**src/design/tiny_accumulator_cpu_step_macros.svh**
```systemverilog
// Assertion macros shared by the accumulator machine RTL.
`ifndef TINY_ACCUMULATOR_CPU_STEP_MACROS_SVH
`define TINY_ACCUMULATOR_CPU_STEP_MACROS_SVH

// Same-cycle implication, checked outside reset.
`define TACS_ASSERT_NOW(lbl, clk, rst_n, ante, cons) \
    lbl: assert property (@(posedge clk) disable iff (!(rst_n)) (ante) |-> (cons)) \
        else $error("same-cycle check failed");

// Next-cycle implication, checked outside reset.
`define TACS_ASSERT_NEXT(lbl, clk, rst_n, ante, cons) \
    lbl: assert property (@(posedge clk) disable iff (!(rst_n)) (ante) |=> (cons)) \
        else $error("next-cycle check failed");

`endif

```
**src/design/tacs_pkg.sv**
```systemverilog
// Types and constants of the accumulator machine.
package tacs_pkg;

    localparam int MEM_WORDS = 16;
    localparam int ADDR_W    = $clog2(MEM_WORDS);
    localparam int DATA_W    = 8;
    localparam int OPC_W     = 3;
    localparam int CMD_W     = 2;
    localparam int MODE_POS  = 4;
    localparam int OPC_LSB   = 5;

    typedef enum logic [CMD_W-1:0] {
        CMD_LOAD    = 2'd0,
        CMD_EXEC    = 2'd1,
        CMD_READ    = 2'd2,
        CMD_RESTART = 2'd3
    } t_cmd;

    typedef enum logic [OPC_W-1:0] {
        OP_LDA  = 3'd0,
        OP_STA  = 3'd1,
        OP_ADD  = 3'd2,
        OP_BRA  = 3'd3,
        OP_BEQ  = 3'd4,
        OP_SUB  = 3'd5,
        OP_NOP  = 3'd6,
        OP_STOP = 3'd7
    } t_opcode;

    typedef struct packed {
        t_cmd              cmd;
        logic [ADDR_W-1:0] address;
        logic [DATA_W-1:0] write_data;
    } t_item;

    typedef struct packed {
        logic [ADDR_W-1:0] pc;
        logic [DATA_W-1:0] acc;
        logic              halt;
    } t_state;

    typedef struct packed {
        logic              en;
        logic [ADDR_W-1:0] addr;
        logic [DATA_W-1:0] data;
    } t_wr;

    typedef struct packed {
        logic [OPC_W-1:0]  executed_opcode;
        logic              halted;
        logic [DATA_W-1:0] accumulator;
        logic [ADDR_W-1:0] program_counter;
        logic [DATA_W-1:0] read_data;
    } t_result;

endpackage

```
**src/design/tacs_regfile.sv**
```systemverilog
// Main memory: 16 words in flip-flops, one write port, three read ports.
module tacs_regfile (
    input  logic                          i_clk,
    input  logic                          i_rst_n,
    input  tacs_pkg::t_wr                 i_wr,
    input  logic [tacs_pkg::ADDR_W-1:0]   i_fetch_addr,
    input  logic [tacs_pkg::ADDR_W-1:0]   i_operand_addr,
    input  logic [tacs_pkg::ADDR_W-1:0]   i_read_addr,
    output logic [tacs_pkg::DATA_W-1:0]   o_fetch_word,
    output logic [tacs_pkg::DATA_W-1:0]   o_operand_word,
    output logic [tacs_pkg::DATA_W-1:0]   o_read_word
);
    import tacs_pkg::*;

    logic [DATA_W-1:0] r_mem [MEM_WORDS];

    always_ff @(posedge i_clk) begin
        if (!i_rst_n) begin
            for (int i = 0; i < MEM_WORDS; i++) begin
                r_mem[i] <= '0;
            end
        end else if (i_wr.en) begin
            r_mem[i_wr.addr] <= i_wr.data;
        end
    end

    assign o_fetch_word   = r_mem[i_fetch_addr];
    assign o_operand_word = r_mem[i_operand_addr];
    assign o_read_word    = r_mem[i_read_addr];

endmodule

```
**src/design/tacs_exec.sv**
```systemverilog
// Execute logic: decodes one command word and forms next state, write and result.
module tacs_exec (
    input  tacs_pkg::t_item               i_item,
    input  tacs_pkg::t_state              i_state,
    input  logic [tacs_pkg::DATA_W-1:0]   i_fetch_word,
    input  logic [tacs_pkg::DATA_W-1:0]   i_operand_word,
    input  logic [tacs_pkg::DATA_W-1:0]   i_read_word,
    output logic [tacs_pkg::ADDR_W-1:0]   o_operand_addr,
    output tacs_pkg::t_state              o_next,
    output tacs_pkg::t_wr                 o_wr,
    output tacs_pkg::t_result             o_result
);
    import tacs_pkg::*;

    t_opcode           opcode;
    logic [ADDR_W-1:0] operand;
    logic [DATA_W-1:0] source;
    logic [DATA_W-1:0] read_value;
    logic [OPC_W-1:0]  done_opcode;

    assign opcode         = t_opcode'(i_fetch_word[OPC_LSB +: OPC_W]);
    assign operand        = i_fetch_word[ADDR_W-1:0];
    assign o_operand_addr = operand;
    // Immediate mode takes the operand itself, absolute mode the word it points to.
    assign source = i_fetch_word[MODE_POS] ? {{(DATA_W-ADDR_W){1'b0}}, operand}
                                           : i_operand_word;

    always_comb begin
        o_next      = i_state;
        o_wr        = '0;
        read_value  = '0;
        done_opcode = '0;
        unique case (i_item.cmd)
            CMD_LOAD: begin
                o_wr.en   = 1'b1;
                o_wr.addr = i_item.address;
                o_wr.data = i_item.write_data;
            end
            CMD_EXEC: begin
                if (!i_state.halt) begin
                    o_next.pc   = i_state.pc + ADDR_W'(1);
                    done_opcode = opcode;
                    unique case (opcode)
                        OP_LDA:  o_next.acc = source;
                        OP_STA: begin
                            o_wr.en   = 1'b1;
                            o_wr.addr = operand;
                            o_wr.data = i_state.acc;
                        end
                        OP_ADD:  o_next.acc = i_state.acc + source;
                        OP_BRA:  o_next.pc  = operand;
                        OP_BEQ: begin
                            if (i_state.acc == '0) begin
                                o_next.pc = operand;
                            end
                        end
                        OP_SUB:  o_next.acc  = i_state.acc - source;
                        OP_NOP:  o_next.acc  = i_state.acc;
                        OP_STOP: o_next.halt = 1'b1;
                        default: o_next.acc  = i_state.acc;
                    endcase
                end
            end
            CMD_READ: begin
                read_value = i_read_word;
            end
            CMD_RESTART: begin
                o_next = '0;
            end
            default: o_next = i_state;
        endcase
    end

    always_comb begin
        o_result.executed_opcode = done_opcode;
        o_result.halted          = o_next.halt;
        o_result.accumulator     = o_next.acc;
        o_result.program_counter = o_next.pc;
        o_result.read_data       = read_value;
    end

endmodule

```
**src/design/tiny_accumulator_cpu_step.sv**
```systemverilog
// Top level of the accumulator machine: input register, execute pass, result register.
//
// Accepts one command word per clock while results are taken, and returns one
// result word per command. A word sits in the input register while the execute
// logic reads the 16-word memory, program counter and accumulator, and the result
// lands in the output register at the same edge that commits the new machine
// state. Sustained rate is one word per cycle without output stalls, set by the
// single execute pass and the one memory write port; an instruction may read
// memory at the program counter and at its operand in that same pass. Reset
// clears the memory, program counter, accumulator and halt flag.
module tiny_accumulator_cpu_step (
    input  logic        i_clk,
    input  logic        i_rst_n,
    input  logic        i_s_axis_tvalid,
    output logic        o_s_axis_tready,
    input  logic [15:0] i_s_axis_tdata,  // address[3:0], write_data[11:4], zero[15:12]
    input  logic [1:0]  i_s_axis_tuser,  // command[1:0]
    output logic        o_m_axis_tvalid,
    input  logic        i_m_axis_tready,
    // read_data[7:0], program_counter[11:8], accumulator[19:12], halted[20],
    // executed_opcode[23:21]
    output logic [23:0] o_m_axis_tdata
);
    import tacs_pkg::*;

`include "tiny_accumulator_cpu_step_macros.svh"

    logic              r_in_valid;
    t_item             r_in;
    t_state            r_state;
    logic              r_out_valid;
    t_result           r_out;

    t_state            n_state;
    t_result           n_result;
    t_wr               wr;
    t_wr               wr_raw;
    logic [ADDR_W-1:0] operand_addr;
    logic [DATA_W-1:0] fetch_word;
    logic [DATA_W-1:0] operand_word;
    logic [DATA_W-1:0] read_word;
    logic              advance;
    logic              in_take;

    // Move the held word through execute when the result register can take it.
    assign advance         = r_in_valid && (!r_out_valid || i_m_axis_tready);
    assign o_s_axis_tready = !r_in_valid || advance;
    assign in_take         = i_s_axis_tvalid && o_s_axis_tready;

    tacs_regfile u_regfile (
        .i_clk          (i_clk),
        .i_rst_n        (i_rst_n),
        .i_wr           (wr),
        .i_fetch_addr   (r_state.pc),
        .i_operand_addr (operand_addr),
        .i_read_addr    (r_in.address),
        .o_fetch_word   (fetch_word),
        .o_operand_word (operand_word),
        .o_read_word    (read_word)
    );

    tacs_exec u_exec (
        .i_item         (r_in),
        .i_state        (r_state),
        .i_fetch_word   (fetch_word),
        .i_operand_word (operand_word),
        .i_read_word    (read_word),
        .o_operand_addr (operand_addr),
        .o_next         (n_state),
        .o_wr           (wr_raw),
        .o_result       (n_result)
    );

    // Commit the memory write only when the word actually leaves the input register.
    always_comb begin
        wr    = wr_raw;
        wr.en = wr_raw.en && advance;
    end

    always_ff @(posedge i_clk) begin
        if (!i_rst_n) begin
            r_in_valid  <= 1'b0;
            r_out_valid <= 1'b0;
            r_state     <= '0;
        end else begin
            if (in_take) begin
                r_in_valid <= 1'b1;
            end else if (advance) begin
                r_in_valid <= 1'b0;
            end
            if (advance) begin
                r_out_valid <= 1'b1;
                r_state     <= n_state;
            end else if (i_m_axis_tready) begin
                r_out_valid <= 1'b0;
            end
        end
        if (in_take) begin
            r_in.cmd        <= t_cmd'(i_s_axis_tuser);
            r_in.address    <= i_s_axis_tdata[ADDR_W-1:0];
            r_in.write_data <= i_s_axis_tdata[ADDR_W +: DATA_W];
        end
        if (advance) begin
            r_out <= n_result;
        end
    end

    assign o_m_axis_tvalid = r_out_valid;
    assign o_m_axis_tdata  = {r_out.executed_opcode, r_out.halted, r_out.accumulator,
                              r_out.program_counter, r_out.read_data};

    `TACS_ASSERT_NOW(a_ready_when_out_empty, i_clk, i_rst_n, !r_out_valid, o_s_axis_tready)
    `TACS_ASSERT_NEXT(a_halt_holds_pc, i_clk, i_rst_n, advance && r_state.halt && r_in.cmd == CMD_EXEC, r_state.pc == $past(r_state.pc) && r_out.executed_opcode == '0)
    `TACS_ASSERT_NEXT(a_read_data_only_on_read, i_clk, i_rst_n, advance && r_in.cmd != CMD_READ, r_out.read_data == '0)
    `TACS_ASSERT_NEXT(a_restart_clears, i_clk, i_rst_n, advance && r_in.cmd == CMD_RESTART, r_state == '0)

endmodule

```
**config.mk**
```make
export PLATFORM = sky130hd
export DESIGN_NAME = tiny_accumulator_cpu_step
export DESIGN_NICKNAME = d
export VERILOG_FILES = /design/src/design/tacs_pkg.sv /design/src/design/tacs_regfile.sv /design/src/design/tacs_exec.sv /design/src/design/tiny_accumulator_cpu_step.sv
export VERILOG_INCLUDE_DIRS = /design/src /design/src/design
export SDC_FILE = /design/constraint.sdc
export NUM_CORES = 1
export LEC_CHECK = 0
export BUFFER_PORTS_ARGS = -buffer_cell sky130_fd_sc_hd__buf_2
export CORE_MARGIN = 2
export CORE_UTILIZATION = 60
export CTS_CLUSTER_DIAMETER = 80
export CTS_CLUSTER_SIZE = 24
export DETAILED_ROUTE_END_ITERATION = 7
export HOLD_SLACK_MARGIN = 0.15
export PLACE_DENSITY = 0.78
export SYNTH_ARGS = -nofsm -noshare
export SYNTH_HDL_FRONTEND = slang
export SYNTH_SLANG_ARGS = --single-unit
```
**constraint.sdc**
```tcl
create_clock -name i_clk -period 6.02 [get_ports i_clk]
set_input_delay 1.204 -clock i_clk [delete_from_list [all_inputs] [get_ports i_clk]]
set_output_delay 1.204 -clock i_clk [all_outputs]
set_load 0.02 [all_outputs]
```
==> impl_metrics.ini <==
[clock_tree]
clockRootBuffer = clkbuf_16
cts_setup_buffers = 0
cts_resized = 0
cts_sinks = 185
cts_tree = built
clock_path_buffers = 2
htreeDepth = 4
clock_latency_ns = 0.45
clk_pin_slew_ns = 0.07
numCtsBuffers = 17
hold_buffers = 0

[pwr]
irDropWorstVdd_mv = 0.208
power_uw = 3180
power_density_nw_per_um2 = 265
leakage_uw = 0.00418

[sta]
tightest_slew_ns = 0.941
clock_skew_ns = 0.0128
final-max-slew-violation-count = 0
min_period_ns = 5.62
hold_slack_ns = 0.517
finalCritPeriodShare_pct = 93.3
slew_headroom_pct = 37.2
fmax_ghz = 0.178
setup_viol = 0
hold_viol_final = 0

[cells_and_area]
multi_input_area_um2 = 5260
area_growth_pct = 9.01
seq_area_um2 = 5370
final_area_um2 = 12000
nNetsFinal = 995
nFillCells = 1342
final_core_util_pct = 66.9
drive_gt1_share_pct = 23.2

[die]
core-area_um2 = 18000
initial_core_util_pct = 61.3
die_w_um = 140
fp.dieH_um = 140
pin_count = 48
fp-row-count = 49
die_area_um2 = 19500

[worst_setup_path]
cp_max_fo = 19
slowest_delay_ns = 0.94
crit_slowest_cell = dfxtp_1
start_kind = register
critical_path_required_ns = 6.20
worstPathCellList = mux4_2 -> nor2_1 -> nand2_1 -> a311oi_1 -> or4b_4 -> inv_1 -> ha_1 -> a21oi_1 -> ha_1 -> a21o_1 -> a21o_1 -> a21oi_1 -> o21bai_1 -> a21o_1 -> a21oi_2 -> xor2_2 -> nor4_1 -> mux2i_1 -> o221ai_2 -> a21oi_1
rr_endpoint = o_m_axis_tdata[19]
regToRegSetupSlack_ns = 0.40
worstSetupEndpointType = register
cp_data_arrival_time_ns = 5.80
critical_path_class = reg2reg
rr_worst_depth = 20

[logic_synthesis]
yosysSeqAreaShare_pct = 48.7
synthesis.nets = 970
ys.flop_type = edfxtp_1
netlist_area_um2 = 11000
synthCells = 938
ys_ff_latch = 185
ys_async_sr_fraction_pct = 0
synth.avg_cell_area_um2 = 11.7
synth-edff-count = 166
synthDistinctLibCells = 82
yosys_warnings = 0

[drt]
wl_met3_um = 4270
drc_errors = 0
viasPerCell = 7.03
topRoutingLayerUsed = met4
initialDrtViolationCount = 1184
vias = 8472
drtAntennaViolNets = 0
avgRoutedWirePerCell_um = 25.8
met1_length_um = 11600
met2_length_um = 14100
wirelength_um = 31100
firstDrtPassIters = 6

[hold_path]
hold_path_class = reg2reg
hold-path-cell-count = 2
min_from = r_state[11]

[grt]
grt_antenna_before_repair = 1
grt_usage_pct = 32.5
grt_pass1_vias = 8017
grt-ovfl-total = 0
grt_max_degree = 36
grt_pass1_wl_um = 47000

[run_status]
run_status = complete, no violations

[placed_design]
routabilityCongestion = 0.984
hpwl_um = 22300
port_buffers = 43
placed_area_um2 = 11400

[run]
cap_viol_max_count = 0
[kinds of logic after synthesis]
| group | count (synthesis) | share of synthesized area, % |
|---|---|---|
| AOI/OAI and AO/OA | 165 | 11.4 |
| xor gates and xnor gates | 13 | 1.03 |
| adders and majority gates | 10 | 1.20 |
| buffers and inverters | 85 | 3.79 |
| DFF | 185 | 48.7 |
| muxes | 120 | 19.2 |
| and+or+nand+nor | 360 | 14.7 |
[registers in the layout, summed over array words and instances (netlist names), named ones only]
register	flops
o_m_axis_tdata	24
r_in	14
r_state	13
u_regfile.r_mem	128
r_in_valid	1
o_m_axis_tvalid	1
[layout by cell type (no fill, tap or decap), types with 6 or more instances in the layout]
cell / Yosys / routed
edfxtp_1: 166 / 166
nor2_1: 153 / 153
nand2_1: 105 / 104
mux4_2: 72 / 72
buf_2: 10 / 43
mux2i_1: 40 / 40
buf_4: 5 / 33
a21oi_1: 26 / 25
a211oi_1: 22 / 22
and3_1: 21 / 21
o21ai_0: 21 / 21
nor2b_1: 18 / 18
clkbuf_16: 0 / 17
nand3_1: 16 / 16
dfxtp_1: 19 / 16
inv_1: 13 / 13
a311oi_1: 13 / 13
a22oi_1: 12 / 12
or2_2: 10 / 10
ha_1: 9 / 9
xor2_1: 8 / 7
a21boi_0: 6 / 6
[per-layer routing]
metal  track usage, %  up-vias
met5                0        -
met4             12.8        0
met3             10.0       99
met2             48.7      644
met1             45.0     4118
li1                 -     3611
[final cells by class]
class | instances | area share [%]
clock inverter | 14 | 1.15
tap | 229 | 2.38
timing repair buffer | 77 | 3.95
multi-input combinational | 668 | 43.8
inverter | 14 | 0.437
clock buffer | 17 | 3.54
sequential | 185 | 44.7
antenna | 1 | 0.0208
[cells in the mapped netlist (13+ instances only)]
master    count  area [um2]
nand3_1      16        80.1
mux2i_1      40         400
a21oi_1      26         130
and3_1       21         131
nor2b_1      18         113
mux4_2       72        1620
inv_1        13        48.8
a211oi_1     22         165
nor2_1      153         574
o21ai_0      21         105
dfxtp_1      19         380
a311oi_1     13         114
nand2_1     105         394
clkbuf_1     41         154
edfxtp_1    166        4980
[critical path: cells and delay by family, from the launching register on]
kind	cells	cell delay, ns
AOI/OAI and AO/OA	10	1.79
adders and majority gates	2	0.57
and+or+nand+nor	4	0.98
DFF	1	0.94
xor gates and xnor gates	1	0.13
buffers and inverters	1	0.06
muxes	2	0.87
[stage by stage]
step,setup TNS (ns),std cells,setup slack [ns]
global placement,0,1173,0.287
floorplan,0,938,0.885
global route,-0.0149,1204,-0.0149
CTS,0,1204,0.192
finish,0,1205,0.403
detailed placement,0,1173,0.263
[where the power goes]
group	internal, uW	leakage, uW	switching, uW
clock	578	0.000272	522
sequential	1450	0.00185	50.4
combinational	242	0.00206	344
total	2270	0.00418	916
[how the worst max path moves through the flow]
stage | from | slack (ns) | endpoint | depth (start not counted)
3_3_place_gp | register | 0.29 | o_m_axis_tdata[19] | 23
3_5_place_dp | register | 0.26 | r_state[8] | 23
5_1_grt | register | -0.01 | o_m_axis_tdata[19] | 24
4_1_cts | register | 0.19 | o_m_axis_tdata[19] | 23
6_report | register | 0.40 | o_m_axis_tdata[19] | 20
2_1_floorplan | register | 0.88 | r_state[8] | 25
No activity file was read; power rests on OpenSTA's default activity.
